===== config.mk =====
export PLATFORM = sky130hd
export DESIGN_NAME = jsonc_comment_stripper_unit
export DESIGN_NICKNAME = d
export VERILOG_FILES = /design/src/jcs_pkg.sv /design/src/jcs_scan.sv /design/src/jsonc_comment_stripper_unit.sv
export SDC_FILE = /design/constraint.sdc
export NUM_CORES = 1
export LEC_CHECK = 0
export BUFFER_PORTS_ARGS = -buffer_cell sky130_fd_sc_hd__buf_2
export CAP_MARGIN = 20
export CORE_MARGIN = 2
export CORE_UTILIZATION = 45
export DETAILED_ROUTE_END_ITERATION = 7
export GPL_TIMING_DRIVEN = 0
export PLACE_DENSITY = 0.77
export SYNTH_ARGS = -nofsm -noshare
export SYNTH_HDL_FRONTEND = slang
export SYNTH_SLANG_ARGS = --single-unit

===== constraint.sdc =====
create_clock -name clk -period 4.6 [get_ports clk]
set_input_delay 0.23 -clock clk [delete_from_list [all_inputs] [get_ports clk]]
set_output_delay 0.23 -clock clk [all_outputs]
set_load 0.05 [all_outputs]

===== src/jcs_pkg.sv =====
// Package for the JSONC comment stripper: character codes, scan mode codes,
// the byte-order mark table and the result bundle shared by the scan logic and the top level.
// No dependencies.
package jcs_pkg;

	localparam logic [7:0] CH_SLASH = 8'h2F;
	localparam logic [7:0] CH_STAR  = 8'h2A;
	localparam logic [7:0] CH_NL    = 8'h0A;
	localparam logic [7:0] CH_BSL   = 8'h5C;
	localparam logic [7:0] CH_QUOTE = 8'h22;

	localparam logic [2:0] MODE_TEXT       = 3'd0;
	localparam logic [2:0] MODE_STR        = 3'd1;
	localparam logic [2:0] MODE_STR_ESC    = 3'd2;
	localparam logic [2:0] MODE_SLASH      = 3'd3;
	localparam logic [2:0] MODE_LINE       = 3'd4;
	localparam logic [2:0] MODE_BLOCK      = 3'd5;
	localparam logic [2:0] MODE_BLOCK_STAR = 3'd6;

	localparam logic [1:0] PHASE_START = 2'd0;
	localparam logic [1:0] PHASE_DONE  = 2'd3;

	localparam int MAX_RESULTS = 3;

	typedef logic [2:0] mode_t;
	typedef logic [1:0] phase_t;

	typedef struct packed {
		logic [MAX_RESULTS-1:0][7:0] bytes;
		logic [1:0]                  num;
		logic                        bare;
		logic                        doc_end;
		mode_t                       mode_next;
		phase_t                      phase_next;
	} jcs_result_t;

	function automatic logic [7:0] mark_byte(input phase_t idx);
		logic [7:0] b;
		case (idx)
			2'd0: b = 8'hEF;
			2'd1: b = 8'hBB;
			2'd2: b = 8'hBF;
			default: b = 8'h00;
		endcase
		return b;
	endfunction

endpackage


===== src/jcs_scan.sv =====
// Combinational scan step of the JSONC comment stripper: one input byte, the current
// scan mode and mark phase in, up to three result bytes and the next state out.
// Depends on jcs_pkg.
module jcs_scan import jcs_pkg::*; (
	input  mode_t       mode,
	input  phase_t      phase,
	input  logic [7:0]  in_byte,
	input  logic        in_last,
	output jcs_result_t res
);

	logic [MAX_RESULTS-1:0][7:0] ob;
	logic [1:0]                  cnt;
	mode_t                       mode_n;
	phase_t                      phase_n;
	logic                        do_scan;
	logic                        do_text;

	always_comb begin
		ob = '0;
		cnt = 2'd0;
		mode_n = mode;
		phase_n = phase;
		do_scan = 1'b0;
		do_text = 1'b0;

		if (phase != PHASE_DONE) begin
			if (in_byte == mark_byte(phase)) begin
				phase_n = phase + 2'd1;
				if (in_last && phase_n != PHASE_DONE) begin
					ob[cnt] = mark_byte(2'd0);
					cnt = cnt + 2'd1;
					if (phase_n == 2'd2) begin
						ob[cnt] = mark_byte(2'd1);
						cnt = cnt + 2'd1;
					end
				end
			end else begin
				if (phase != PHASE_START) begin
					ob[cnt] = mark_byte(2'd0);
					cnt = cnt + 2'd1;
				end
				if (phase == 2'd2) begin
					ob[cnt] = mark_byte(2'd1);
					cnt = cnt + 2'd1;
				end
				phase_n = PHASE_DONE;
				do_scan = 1'b1;
			end
		end else begin
			do_scan = 1'b1;
		end

		if (do_scan) begin
			case (mode)
				MODE_STR: begin
					ob[cnt] = in_byte;
					cnt = cnt + 2'd1;
					if (in_byte == CH_BSL) begin
						mode_n = MODE_STR_ESC;
					end else if (in_byte == CH_QUOTE) begin
						mode_n = MODE_TEXT;
					end
				end
				MODE_STR_ESC: begin
					ob[cnt] = in_byte;
					cnt = cnt + 2'd1;
					mode_n = MODE_STR;
				end
				MODE_SLASH: begin
					if (in_byte == CH_SLASH) begin
						mode_n = MODE_LINE;
					end else if (in_byte == CH_STAR) begin
						mode_n = MODE_BLOCK;
					end else begin
						ob[cnt] = CH_SLASH;
						cnt = cnt + 2'd1;
						do_text = 1'b1;
					end
				end
				MODE_LINE: begin
					if (in_byte == CH_NL) begin
						ob[cnt] = in_byte;
						cnt = cnt + 2'd1;
						mode_n = MODE_TEXT;
					end
				end
				MODE_BLOCK, MODE_BLOCK_STAR: begin
					if (!in_last) begin
						if (mode == MODE_BLOCK_STAR && in_byte == CH_SLASH) begin
							mode_n = MODE_TEXT;
						end else if (in_byte == CH_STAR) begin
							mode_n = MODE_BLOCK_STAR;
						end else begin
							if (in_byte == CH_NL) begin
								ob[cnt] = in_byte;
								cnt = cnt + 2'd1;
							end
							mode_n = MODE_BLOCK;
						end
					end
				end
				default: begin
					do_text = 1'b1;
				end
			endcase
		end

		if (do_text) begin
			if (in_byte == CH_QUOTE) begin
				ob[cnt] = in_byte;
				cnt = cnt + 2'd1;
				mode_n = MODE_STR;
			end else if (in_byte == CH_SLASH) begin
				mode_n = MODE_SLASH;
			end else begin
				ob[cnt] = in_byte;
				cnt = cnt + 2'd1;
				mode_n = MODE_TEXT;
			end
		end

		res.bare = 1'b0;
		if (in_last) begin
			if (mode_n == MODE_SLASH) begin
				ob[cnt] = CH_SLASH;
				cnt = cnt + 2'd1;
			end
			if (cnt == 2'd0) begin
				res.bare = 1'b1;
				cnt = 2'd1;
			end
			mode_n = MODE_TEXT;
			phase_n = PHASE_START;
		end

		res.bytes = ob;
		res.num = cnt;
		res.doc_end = in_last;
		res.mode_next = mode_n;
		res.phase_next = phase_n;
	end

endmodule


===== src/jsonc_comment_stripper_unit.sv =====
// Emits the stripped stream via an input register, a combinational scan step and a result
// register drained one result a cycle while m_tready is high. A byte with two or three
// results stalls the input until its last result is taken; other bytes are taken one per
// cycle unless the output stalls. Depends on jcs_pkg and jcs_scan. A document end always
// yields at least one result, flagged with tlast.
module jsonc_comment_stripper_unit import jcs_pkg::*; (
	input  logic       clk,
	input  logic       arst_n,
	input  logic       s_tvalid,
	output logic       s_tready,
	input  logic [7:0] s_tdata,   // [7:0] in_byte
	input  logic       s_tlast,   // in_last
	output logic       m_tvalid,
	input  logic       m_tready,
	output logic [7:0] m_tdata,   // [7:0] out_byte
	output logic [1:0] m_tuser,   // [0] has_byte, [1] run_last
	output logic       m_tlast    // doc_end
);

	logic                        valid_s1;
	logic [7:0]                  byte_s1;
	logic                        last_s1;
	mode_t                       mode_q;
	phase_t                      phase_q;
	jcs_result_t                 res;
	logic                        res_valid_q;
	logic [MAX_RESULTS-1:0][7:0] res_bytes_q;
	logic [1:0]                  res_num_q;
	logic                        res_bare_q;
	logic                        res_end_q;
	logic [1:0]                  ptr_q;
	logic                        take;
	logic                        item_last;
	logic                        advance;

	jcs_scan u_scan (
		.mode    (mode_q),
		.phase   (phase_q),
		.in_byte (byte_s1),
		.in_last (last_s1),
		.res     (res)
	);

	assign take      = m_tvalid && m_tready;
	assign item_last = (ptr_q == res_num_q - 2'd1);
	assign advance   = valid_s1 && (!res_valid_q || (take && item_last));
	assign s_tready  = !valid_s1 || advance;

	assign m_tvalid = res_valid_q;
	assign m_tdata  = res_bytes_q[ptr_q];
	assign m_tuser  = {item_last, !res_bare_q};
	assign m_tlast  = res_end_q && item_last;

	always_ff @(posedge clk or negedge arst_n) begin
		if (!arst_n) begin
			valid_s1 <= 1'b0;
		end else if (s_tready) begin
			valid_s1 <= s_tvalid;
		end
	end

	always_ff @(posedge clk) begin
		if (s_tvalid && s_tready) begin
			byte_s1 <= s_tdata;
			last_s1 <= s_tlast;
		end
	end

	always_ff @(posedge clk or negedge arst_n) begin
		if (!arst_n) begin
			mode_q <= MODE_TEXT;
			phase_q <= PHASE_START;
			res_valid_q <= 1'b0;
			ptr_q <= 2'd0;
		end else begin
			if (advance && res.num != 2'd0) begin
				res_valid_q <= 1'b1;
				ptr_q <= 2'd0;
			end else if (take) begin
				if (item_last) begin
					res_valid_q <= 1'b0;
				end else begin
					ptr_q <= ptr_q + 2'd1;
				end
			end
			if (advance) begin
				mode_q <= res.mode_next;
				phase_q <= res.phase_next;
			end
		end
	end

	always_ff @(posedge clk) begin
		if (advance && res.num != 2'd0) begin
			res_bytes_q <= res.bytes;
			res_num_q <= res.num;
			res_bare_q <= res.bare;
			res_end_q <= res.doc_end;
		end
	end

	a_ptr_in_range: assert property (@(posedge clk) disable iff (!arst_n)
		res_valid_q |-> (ptr_q < res_num_q))
		else $error("Result pointer runs past the stored result count.");

	a_bare_is_end: assert property (@(posedge clk) disable iff (!arst_n)
		(res_valid_q && res_bare_q) |-> (res_num_q == 2'd1 && res_end_q))
		else $error("A bare result must be a single end marker.");

	a_end_resets_state: assert property (@(posedge clk) disable iff (!arst_n)
		(advance && last_s1) |=> (mode_q == MODE_TEXT && phase_q == PHASE_START))
		else $error("Scan state not returned to start after document end.");

	a_end_gives_result: assert property (@(posedge clk) disable iff (!arst_n)
		(advance && last_s1) |=> (res_valid_q && res_end_q))
		else $error("Document end produced no result.");

endmodule


# After elaboration in Yosys (flattened, before gate mapping)
# Cells that the tools add are included.
# op_classes
addsub,7
magnitude_cmp,9
n_eq_ne,20
mux,89
bitwise_logic,9
reduce_logical,30
# op_table
cell,n
$mux W24,14
$pmux W24 S4,1
$mux W8,11
$demux W8 S2,4
$mux W2,29
$bwmux W24,2
$mux W3,11
$mux W16,2
$or A15 B15 Y15,2
$eq A8 B6 Y1 const B,3
$pmux W8 S3,1
$and A9 B9 Y9,2
$not A9 Y9,2
$or A6 B18 Y18,1
$bmux W8 S2,1
$lt A2 B3 Y1 const B,5
$pmux W3 S5,1
$add A2 B1 Y2 const B,6
$logic_and A1 B1 Y1,12
$mux W1,10
$reduce_bool A2 Y1,5
$eq A3 B2 Y1 const B,3
$eq A3 B3 Y1 const B,3
$eq A8 B4 Y1 const B,1
other kinds (20),32
# totals
ff_bits,46
inputBits,13
out_inout_bits,13
wordCells,177

# Longest topological paths before layout
# Gate-level depths: netlist (run 1).
# depth
ltp_word,31
ltp_mapped,21
ltp_nobuf,19

# By module
# From an unflattened synthesis (run 1), not the netlist that was laid out.
# unflattened
cells_unflattened,411
hier_area_um2,3668.5
# by_module_without_submodules
mod,instances,cells_per_inst,area_per_inst_um2,seq_area_each_um2
jcs_scan,1,305,1916.8,0.0
jsonc_comment_stripper_unit,1,106,1751.7,1336.3

# Worst setup path before layout (run 1)
# OpenSTA, ideal clock, no wires.
# synth_timing
path_kind,register to register
startpoint,reg phase_q[0]
endpoint,"reg res_bare_q, enable pin"
arrival_ps,4487
t_required_ps,4219
path_slack_ps,-269
path_stages_with_launch,18
path_buffers,0
path_cell_list,dfrtp_1 -> inv_1 -> ha_1 -> xor2_1 -> nor4_4 -> o21ai_2 -> or3_4 -> a21oi_1 -> inv_1 -> ha_1 -> nor3_1 -> a32oi_1 -> nand3_1 -> o32ai_2 -> ha_1 -> mux2i_1 -> inv_2 -> a31oi_4
# synth_between
elab_chain_cells,27
# synth_lines
element,line,source
from (decl),jsonc_comment_stripper_unit.sv:24,phase_t phase_q;
from (signal assigned),jsonc_comment_stripper_unit.sv:88,phase_q <= res.phase_next;
$reduce_bool A2 Y1,jcs_scan.sv:39,if (phase != PHASE_START) begin
$mux W1,jcs_scan.sv:39,
$mux W2,jcs_scan.sv:28,if (in_byte == mark_byte(phase)) begin
$mux W2,jcs_scan.sv:27,if (phase != PHASE_DONE) begin
$add A2 B1 Y2,jcs_scan.sv:45,cnt = cnt + 2'd1;
$mux W2,jcs_scan.sv:43,if (phase == 2'd2) begin
$mux W2,jcs_scan.sv:28,
$mux W2,jcs_scan.sv:27,
(+11 left out),--,
$add A2 B1 Y2,jcs_scan.sv:127,cnt = cnt + 2'd1;
$mux W2,jcs_scan.sv:125,if (mode_n == MODE_SLASH) begin
$mux W2,jcs_scan.sv:124,if (in_last) begin
$logic_not A2 Y1,jcs_scan.sv:129,if (cnt == 2'd0) begin
$mux W2,jcs_scan.sv:129,
$mux W2 (*),jcs_scan.sv:124,
$reduce_bool A2 Y1 (*),jsonc_comment_stripper_unit.sv:94,if (advance && res.num != 2'd0) begin
$logic_and A1 B1 Y1 (*),jsonc_comment_stripper_unit.sv:94,
to (signal assigned),jsonc_comment_stripper_unit.sv:97,res_bare_q <= res.bare;
to (decl),jsonc_comment_stripper_unit.sv:29,logic res_bare_q;
# Every way passes the cells marked *; elsewhere a longest branch is shown, timed or not. The select of a mux whose other input is x is not followed.
# A chain may end at the register's enable or synchronous reset.

# Final worst setup path (run 1)
# layout_timing
startpoint,reg phase_q[1]
endpoint,"reg res_bytes_q[4] (netlist name), enable pin"
# layout_between
elab_chain_cells,27
# layout_lines
element,line,source
$reduce_bool A2 Y1,jcs_scan.sv:39,
$mux W1,jcs_scan.sv:39,
$mux W2,jcs_scan.sv:28,
$mux W2,jcs_scan.sv:27,
$add A2 B1 Y2,jcs_scan.sv:45,
$mux W2,jcs_scan.sv:43,
$mux W2,jcs_scan.sv:28,
$mux W2,jcs_scan.sv:27,
(+11 left out),--,
$add A2 B1 Y2,jcs_scan.sv:127,
$mux W2,jcs_scan.sv:125,
$mux W2,jcs_scan.sv:124,
$logic_not A2 Y1,jcs_scan.sv:129,
$mux W2,jcs_scan.sv:129,
$mux W2 (*),jcs_scan.sv:124,
$reduce_bool A2 Y1 (*),jsonc_comment_stripper_unit.sv:94,
$logic_and A1 B1 Y1 (*),jsonc_comment_stripper_unit.sv:94,
to (signal assigned),jsonc_comment_stripper_unit.sv:95,res_bytes_q <= res.bytes;
to (decl),jsonc_comment_stripper_unit.sv:27,logic [MAX_RESULTS-1:0][7:0] res_bytes_q;
# Marks and branches as above.

==> metrics, run 1 <==
Worst EP arrival=4.56 ns; Yosys top cell area share=29.8%; Post-synth top cells=53 x nand2_1, 37 x edfxtp_1, 37 x nor2_1; largest net degree at the start of global routing=16; gr usage total=23.5%; delay of the slowest critical-path stage=0.46 ns; clk sink count=46; largest cells by area after synthesis=edfxtp_1 30%, dfrtp_1 6.0%, nand2_1 5.3%, ha_1 5.0%, nor2_1 3.7%; H-tree levels=2; core area=8130 um^2; Hold Fails Final Rpt=0; final cell utilization of the core=54.9%; Mapped Area=3720 um^2; worst slack at placement=-0.804 ns; ys async rst share=19.6%; Seq/Total Area, Yosys=a little over a third; Data required, critical path=about 4.6 ns; Yosys reg bits=46; Synth Instances=404; root buffer cell=clkbuf_8; Initial Util=between 40% and 50%; post-synth top area cell=edfxtp_1; Worst-path clk slew=0.09 ns; post-synthesis cell type count=78; post-synthesis compound-gate area fraction=25.1%; die height=95.0 um; Worst Setup Start Kind=flop; Syn Nets=~430; first-pass GRT wire length=16.2 mm; Post-synth EDFFs=37; worst reg2reg path depth=20; layout cells sized above 1=27.5%; average wire per standard cell=18.1 um; vias in the first global route=3248; critical path peak fanout=14; global route overflow=0; drt drc=0; minimum clock period=4.54 ns; Clk Latency, worst-skew pair=0.31 ns; part of the cycle the worst path needs=98.7%; number of routed nets with antenna violations=0; Ant. Diodes=0; mux cell area share after synthesis=under 10%; most frequent cell after synthesis=nand2_1; CTS tree=yes; hpwl dp=7.17 mm; final wirelength=10.2 mm; Final setup viols=0; stages on the worst setup path=20; final slew viol count=0; CP cell instances=ha_2, buf_12, clkinvlp_4, and4_1, buf_6, o21ai_4, or3_4, a21oi_4, inv_2, ha_4, nor3_2, a32oi_1, nand3_1, o32ai_4, ha_1, mux2i_2, inv_2, buf_4, a31oi_4, buf_12; Inserted Clock Buffers=5; Final Wtd Congestion=0.959; CTS Buffer Depth=2; Top FF cell, synth=edfxtp_1; largest family of logic cells by synthesized area=compound AO/OA/AOI/OAI gates; unrepaired setup endpoints after global routing=true; Initial DRC Count=388; CP Buf/Inv Count=7; syn_area_per_cell=approximately 9.2 um^2; hold crit path type=in -> reg; IO buf count=25; First-pass DRT Iterations=5; via/cell ratio=6.02; crit path kind=reg -> reg; Tightest Pin Transition=between 0.8 and 0.9 ns; Yosys warning count=0; post-synthesis simple-gate area fraction=around 22%; Slowest cell on crit path=dfrtp_2; antenna violations before repair=0; # Max-Cap Violations=0; P&R area growth vs syn=20.0%; Clock Skew=0.0144 ns; fin nets=a little under 500; delay-heaviest family, CP=compound AO/OA/AOI/OAI gates; Rows=33; xor/xnor share of the synthesized area=2.62%; Worst Setup End Kind=flop; fillers=between 600 and 700; Synth Area in Adders=5.04%; vias=roughly 3400; fmax=0.220 GHz; num ports=26; final worst slack=0.0616 ns; relative slew slack=45.9%; die width=between 90 and 100 um; WHS Path Cells=1; DIE AREA=9020 um^2; status=finished, final reports clean
kinds of logic (layout without fill, tap and decap cells):
kind of cell,Yosys count,after routing
mux,12,12
buf+inv,47,100
compound gates,124,125
xor+xnor,9,9
flops,46,46
simple gates,151,151
fa+ha+maj,15,15
layout by cell type, fill, tap and decap left out, drive strengths merged, types with 4 or more instances in the layout:
master and n:
a211oi 9, a21o 8, a21oi 25, a31oi 7, and2 11, buf 60, clkbuf 18, dfrtp 9
edfxtp 37, ha 15, inv 18, mux2i 12, nand2 54, nand2b 7, nand3 7, nand4 4
nor2 38, nor3 10, nor4 5, o211ai 7, o21ai 28, o22ai 5, xor2 7
cell type report:
| cell class | count | area (um^2) | share of cell area, % |
|---|---|---|---|
| Clock inverter | 3 | 43.8 | 0.980 |
| Sequential cell | 46 | 1340 | 30.0 |
| Buffer | 29 | 198 | 4.42 |
| Timing Repair Buffer | 45 | 303 | 6.78 |
| Inverter | 18 | 71.3 | 1.60 |
| Clock buffer | 5 | 68.8 | 1.54 |
| Tap cell | 105 | 131 | 2.94 |
| Multi-Input combinational cell | 312 | 2310 | 51.8 |
registers in the layout (all words and copies together), names as in the netlist:
register,cells
mode_q,3
byte_s1,8
phase_q,2
res_bytes_q,24
ptr_q,2
res_end_q,1
valid_s1,1
res_bare_q,1
m_tvalid,1
res_num_q,2
last_s1,1
what timing repair did:
item / 4_1_cts / 5_1_grt
buffers inserted: 6 / 13
endpoints found under the hold margin: 9 / 0
pin swaps: 4 / 13
hold buffers: 1 / 0
cloned: 1 / 0
setup endpoints to repair: 56 / 51
resized for setup: 9 / 13
path summary, 6_finish.rpt:
check | to | start | slack [ns]
setup reg to reg | res_bytes_q[4]$_DFFE_PP_ | phase_q[1]$_DFFE_PN0P_ | 0.06
hold / removal | byte_s1[0]$_DFFE_PP_ | s_tdata[0] | 0.09
setup / recovery | res_bytes_q[4]$_DFFE_PP_ | phase_q[1]$_DFFE_PN0P_ | 0.06
min in group asynchronous | valid_s1$_DFFE_PN0N_ | arst_n | 0.31
max in group asynchronous | phase_q[1]$_DFFE_PN0P_ | arst_n | 4.09
hold reg to reg | res_end_q$_DFFE_PP_ | last_s1$_DFFE_PP_ | 0.47
metal layers:
metal  GRT usage [%]  wire (um)  vias to the layer above
met4            8.09        231                        0
met3            3.43        714                       25
met1            31.0       4300                     1622
met2            39.5       4970                      150
met5               0          0                        -
li1                -          -                     1592
metrics by stage:
step	std cells	instance area [um^2]	hold slack (ns)	TNS (ns)
CTS	550	4290	0.0976	0
detailed placement	534	4060	0.102	-31.01
finish	563	4470	0.0924	0
floorplan	404	3810	-0.0656	-1.20
global placement	534	4060	0.102	-28.66
global route	563	4470	0.0946	-1.41
Power of run 1 is left out: the tool's default activity adds up to more than one toggle a clock period on the data nets, which glitch-free logic cannot reach.
==> inputs of run 2 (changes only) <==
Settings changed: CORE_UTILIZATION 45 to 43, PLACE_DENSITY 0.77 to 0.74.
==> run 2 against run 1 <==
Sequential cell count unchanged. First-iteration DRC count down 2.3%. Highest routed layer unchanged. Maximum frequency up 1.6%. Die area up 4.5%. Sequential share of layout area up 0.51 points. Global-route usage down 1.9 points. Largest cell class unchanged. Final area down 1.7%. Clock skew down 0.0038 ns.
==> metrics, run 2 (synthesis results as in run 1) <==
CTS tree=yes; capture point of the worst reg-to-reg path=res_bytes_q[5]$_DFFE_PP_; fin nets=478 (-1.4%); unrepaired setup endpoints after global routing=true; delay of the slowest critical-path stage=0.42 ns (-0.04 ns); part of the cycle the worst path needs=97.1% (-1.6 points); core area=8300 um^2 (+2.0%); Inserted Clock Buffers=5 (unchanged); delay-heaviest family, CP=simple AND/OR/NAND/NOR gates; vias in the first global route=3110 (-4.2%); Data required, critical path=4.68 ns (+0.05 ns); CTS Buffer Depth=2 (unchanged); final worst slack=0.134 ns (+0.0728 ns); crit path kind=reg -> reg; CP cell instances=buf_4, nor4_1, nor3b_2, o21ai_4, or3_4, a21oi_4, inv_2, ha_4, nor3_2, a32oi_1, nand3_1, o32ai_4, ha_1, mux2i_2, inv_2, ha_2, a21o_1, a21o_2; fillers=795 (+16%); worst setup path start=byte_s1[7]$_DFFE_PP_; Worst Setup Start Kind=flop; antenna violations before repair=0 (unchanged); Design Area, Final=4390 um^2 (-1.7%); Worst-path clk slew=0.10 ns (about the same); hold crit path type=in -> reg; FF-to-FF Start=byte_s1[7]$_DFFE_PP_; final slew viol count=0 (unchanged); IO buf count=25 (unchanged); Hold Fails Final Rpt=0 (unchanged); H-tree levels=2 (unchanged); worst reg2reg path depth=18 (-10%); Initial Util=44.9% (-0.91 points); critical path peak fanout=10 (-4); global route overflow=0 (unchanged); Worst EP arrival=4.54 ns (-0.02 ns); DIE AREA=9420 um^2 (+4.5%); Rows=33 (unchanged); minimum clock period=4.47 ns (-0.0728 ns); Placed Cells=534 (unchanged); average wire per standard cell=18.5 um (+1.7%); r2r setup slk=0.13 ns (+0.07 ns); Fin Setup TNS=0 ns (unchanged); die width=97.1 um (+2.2%); first-pass GRT wire length=16.4 mm (+1.0%); relative slew slack=42.4% (-3.5 points); Post-DP Area=4060 um^2 (unchanged); final wirelength=10.3 mm (+0.44%); number of flip-flops in the largest register=24 (unchanged); fmax=0.224 GHz (+1.6%); die height=97.1 um (+2.2%); status=finished, final reports clean; Non-Filler Instances=556 (-1.2%); WHS Path Cells=1 (unchanged); drt drc=0 (unchanged); vias=3324 (-1.9%); # Max-Cap Violations=0 (unchanged); Final Wtd Congestion=0.945 (-1.5%); commonest non-fill, non-tap cell in the layout=nand2_1; gr usage total=21.6% (-1.9 points); Ant. Diodes=0 (unchanged); CP Buf/Inv Count=3 (-4); Initial DRC Count=379 (-2.3%); Worst Setup End Kind=flop; largest net degree at the start of global routing=17 (+1); Slowest cell on crit path=or3_4; layout cells sized above 1=26.6% (-0.90 points); worst slack at placement=-0.759 ns (+0.0453 ns); via/cell ratio=5.98 (-0.68%); num ports=26 (unchanged); biggest regs=res_bytes_q (24), byte_s1 (8), mode_q (3); clk sink count=46 (unchanged); P&R area growth vs syn=18.0%; Final setup viols=0 (unchanged); Clk Latency, worst-skew pair=0.31 ns (about the same); Top reg by flops=res_bytes_q; most frequent cells in the layout=51 x nand2_1, 37 x nor2_1, 37 x edfxtp_1; root buffer cell=clkbuf_8; CP endpoint=res_bytes_q[5]$_DFFE_PP_; Tightest Pin Transition=0.853 ns (+0.0409 ns); First-pass DRT Iterations=5 (unchanged); stages on the worst setup path=18 (-10%); Clock Skew=0.0106 ns (-0.00380 ns); most used cell, CP=inv_2; number of routed nets with antenna violations=0 (unchanged); hpwl dp=7.54 mm (+5.1%)
[run 2: how the worst min path moves through the flow]
stage | start | endpoint | slack, ns
CTS | s_tdata[1] | byte_s1[1]$_DFFE_PP_ | 0.09
global route | s_tdata[3] | byte_s1[3]$_DFFE_PP_ | 0.09
floorplan | arst_n | m_tvalid$_DFFE_PN0P_ | -0.07
detailed placement | arst_n | phase_q[1]$_DFFE_PN0P_ | 0.11
global placement | arst_n | phase_q[1]$_DFFE_PN0P_ | 0.10
finish | s_tdata[4] | byte_s1[4]$_DFFE_PP_ | 0.08
[run 2: layer usage]
metal / track usage [%] / vias up / share of wire (%)
met5: 0 / - / 0
met4: 4.98 / 0 / 1.7
li1: - / 1575 / -
met3: 3.17 / 21 / 6.8
met2: 36.6 / 156 / 49
met1: 29.3 / 1572 / 43
[run 2: cell type report]
class / count / area [um^2] / share of cell area, %
clock buffers: 5 / 68.8 / 1.57
flip-flops and latches: 46 / 1340 / 30.5
multi-input cells: 312 / 2310 / 52.5
repair buffers: 39 / 258 / 5.87
clock inverters: 3 / 23.8 / 0.541
well taps: 105 / 131 / 2.99
inverters: 18 / 71.3 / 1.62
plain buffers: 28 / 193 / 4.39
[run 2: repair_timing]
| item | CTS | global route |
|---|---|---|
| cloned | 1 | 0 |
| endpoints found under the hold margin | 9 | 0 |
| pin swaps | 3 | 7 |
| hold buffers | 1 | 0 |
| gates resized for setup | 8 | 12 |
| setup buffers | 5 | 8 |
| endpoints found under the setup margin | 53 | 52 |
[run 2: worst reg2reg max path, delay by kind of cell, from the launching register on]
family / cells / cell delay (ns)
AO/OA/AOI/OAI: 6 / 1.20
adder cells (fa/ha/maj): 3 / 0.80
buffers and inverters: 3 / 0.34
flip-flops: 1 / 0.37
multiplexers: 1 / 0.19
AND/OR/NAND/NOR: 5 / 1.31
[run 2: per-stage QoR]
step / util, % / hold slack (ns)
floorplan: - / -0.0656
detailed placement: 49.0 / 0.106
global placement: 49.0 / 0.104
global route: 52.9 / 0.0871
finish: 52.9 / 0.0845
CTS: 51.3 / 0.0890
Power of run 2 is left out for the same reason.
==> inputs of run 3 (changes only) <==
Settings changed: ABC_AREA set to 1.
Clock period 4.6 ns to 3.7 ns, I/O delays scaled along.
==> run 3 against run 2 <==
Synthesized cell count grew 26%. Final cell count grew 20%. Sequential cell count is the same. Highest routed layer unchanged. Via count grew 7.1%. Register-to-register slack is essentially flat. Utilization shrank 1.1 points. Synthesized area grew 3.5%. Critical path depth grew 10. Global-route usage shrank 1.9 points. First-iteration DRC count shrank 19%. Maximum frequency grew 25%. Die area grew 3.3%.
==> metrics, run 3 <==
Ant. Diodes=0 (unchanged); First-pass DRT Iterations=5 (unchanged); most frequent cells in the layout=104 x nand2_1, 54 x inv_1, 47 x nor2_1; P&R area growth vs syn=17.3%; Fin Setup TNS=0 ns (unchanged); Initial Util=44.2% (-0.69 points); Yosys warning count=0 (unchanged); Worst Setup Start Kind=flop; worst hold start=s_tdata[3]; die width=98.7 um (+1.6%); Final Wtd Congestion=0.956 (+1.2%); num ports=26 (unchanged); average wire per standard cell=14.6 um (-21%); minimum clock period=3.57 ns (-0.894 ns); # Max-Cap Violations=0 (unchanged); vias=3560 (+7.1%); largest cells by area after synthesis=edfxtp_1 29%, nand2_1 11%, dfrtp_1 5.8%, inv_1 5.7%, o21ai_0 5.1%; Syn Nets=539 (+25%); Data required, critical path=3.78 ns (-0.90 ns); unrepaired setup endpoints after global routing=true; CP Buf/Inv Count=6 (+3); Hold Fails Final Rpt=0 (unchanged); Initial DRC Count=308 (-19%); commonest non-fill, non-tap cell in the layout=nand2_1; post-synth top area cell=edfxtp_1; delay of the slowest critical-path stage=0.46 ns (+0.04 ns); Yosys reg bits=46 (unchanged); fmax=0.280 GHz (+25%); number of flip-flops in the largest register=24 (unchanged); largest net degree at the start of global routing=31 (+14); Post-synth top cells=112 x nand2_1, 58 x inv_1, 48 x nor2_1; FF-to-FF Start=phase_q[1]$_DFFE_PN0P_; layout cells sized above 1=28.5% (+1.9 points); syn_area_per_cell=7.54 um^2 (-18%); Worst Setup End Kind=flop; Synth Instances=511 (+26%); number of routed nets with antenna violations=0 (unchanged); worst-case hold path end point=byte_s1[3]$_DFFE_PP_; crit path kind=reg -> reg; r2r setup slk=0.13 ns (about the same); via/cell ratio=5.32 (-11%); Post-synth EDFFs=37 (unchanged); die height=98.7 um (+1.6%); status=finished, final reports clean; gr usage total=19.7% (-1.9 points); Mapped Area=3850 um^2 (+3.5%); fin nets=588 (+23%); hold crit path type=in -> reg; Seq/Total Area, Yosys=34.7% (-1.2 points); relative slew slack=58.1% (+16 points); final slew viol count=0 (unchanged); Clock Skew=0.0135 ns (+0.00285 ns); final wirelength=9.75 mm (-5.0%); Yosys top cell area share=28.8% (-1.0 points); clk sink count=46 (unchanged); worst setup path start=phase_q[1]$_DFFE_PN0P_; critical path peak fanout=5 (-5); drt drc=0 (unchanged); part of the cycle the worst path needs=96.5% (-0.56 points); Clk Latency, worst-skew pair=0.31 ns (about the same); delay-heaviest family, CP=simple AND/OR/NAND/NOR gates; Slowest cell on crit path=dfrtp_2; hpwl dp=7.40 mm (-1.8%); Worst EP arrival=3.65 ns (-0.89 ns); Inserted Clock Buffers=5 (unchanged); ys async rst share=19.6% (unchanged); DIE AREA=9730 um^2 (+3.3%); Worst-path clk slew=0.11 ns (about the same); WHS Path Cells=1 (unchanged); first-pass GRT wire length=15.4 mm (-5.8%); Final setup viols=0 (unchanged); post-synthesis cell type count=48 (-38%); global route overflow=0 (unchanged); capture point of the worst reg-to-reg path=res_num_q[0]$_DFFE_PP_; biggest regs=res_bytes_q (24), byte_s1 (8), mode_q (3); vias in the first global route=3312 (+6.5%); Tightest Pin Transition=0.622 ns (-0.231 ns); IO buf count=25 (unchanged); Rows=34 (+3.0%); H-tree levels=2 (unchanged); worst reg2reg path depth=28 (+10); antenna violations before repair=0 (unchanged); CTS tree=yes; core area=8720 um^2 (+5.1%); root buffer cell=clkbuf_8; most frequent cell after synthesis=nand2_1; CTS Buffer Depth=2 (unchanged); Top reg by flops=res_bytes_q; Top FF cell, synth=edfxtp_1
==> run 3: cell count changes in the layout (fill, tap and decap cells not counted), moves of 8 or more <==
cell	change
a21oi_1	-15
nand2_4	+11
o21ai_0	+11
nand2_2	+23
nand3_1	+25
mux2i_1	-11
nor2_1	+10
clkbuf_1	-8
inv_2	+10
nor2_4	+8
inv_1	+42
nand2_1	+53
o21ai_1	+11
==> run 3: logic make-up after synthesis <==
group                    synth area share (%)
AND/OR/NAND/NOR                          33.7
AO/OA/AOI/OAI                            15.9
buffers and inverters                    9.87
flip-flops                               34.7
adder cells (fa/ha/maj)                  4.87
XOR/XNOR                                0.910
==> run 3: worst max-delay path by stage <==
stage                                    end  slack (ns)  depth (start not counted)
global placement      res_num_q[0]$_DFFE_PP_       -0.28                         28
finish                res_num_q[0]$_DFFE_PP_        0.13                         28
global route          res_num_q[0]$_DFFE_PP_        -0.1                         28
CTS                   res_num_q[0]$_DFFE_PP_       0.004                         28
detailed placement  res_bytes_q[6]$_DFFE_PP_       -0.39                         25
floorplan             res_num_q[0]$_DFFE_PP_       0.005                         28
==> run 3: timing repair <==
item                       4_1_cts  5_1_grt
setup buffers                    9        7
hold buffers                     1        0
setup endpoints to repair       54       53
hold endpoints to repair         9        0
pin swaps                        8       18
gates resized for setup         15       29
==> run 3: layout make-up <==
cell class	count	area, um^2
Clock inverter	3	25.0
Buffer	14	77.6
Sequential cell	46	1340
Fill cell	837	4200
Multi-Input combinational cell	373	2290
Tap cell	108	135
Clock buffer	5	68.8
Inverter	78	325
Timing Repair Buffer	42	259
==> run 3: per-stage QoR <==
stage               hold slack (ns)  setup WS [ns]  util [%]  std cells  area, um^2
global route                 0.0309        -0.0983      51.8        669        4520
global placement             0.0652         -0.276      47.2        644        4120
floorplan                    -0.111        0.00523         -        511        3850
finish                       0.0368          0.129      51.8        669        4520
detailed placement           0.0686         -0.392      47.2        644        4120
CTS                          0.0419        0.00373      49.9        662        4350
==> run 3: per-layer routing <==
layer  global-route usage [%]  share of wire, %  vias to the layer above
li1                         -                 -                     1795
met1                     26.9                46                     1641
met2                     33.3                48                      104
met3                     2.91               5.3                       20
met4                     4.53               1.4                        0
met5                        0                 0                        -
Power of run 3 is left out for the same reason.
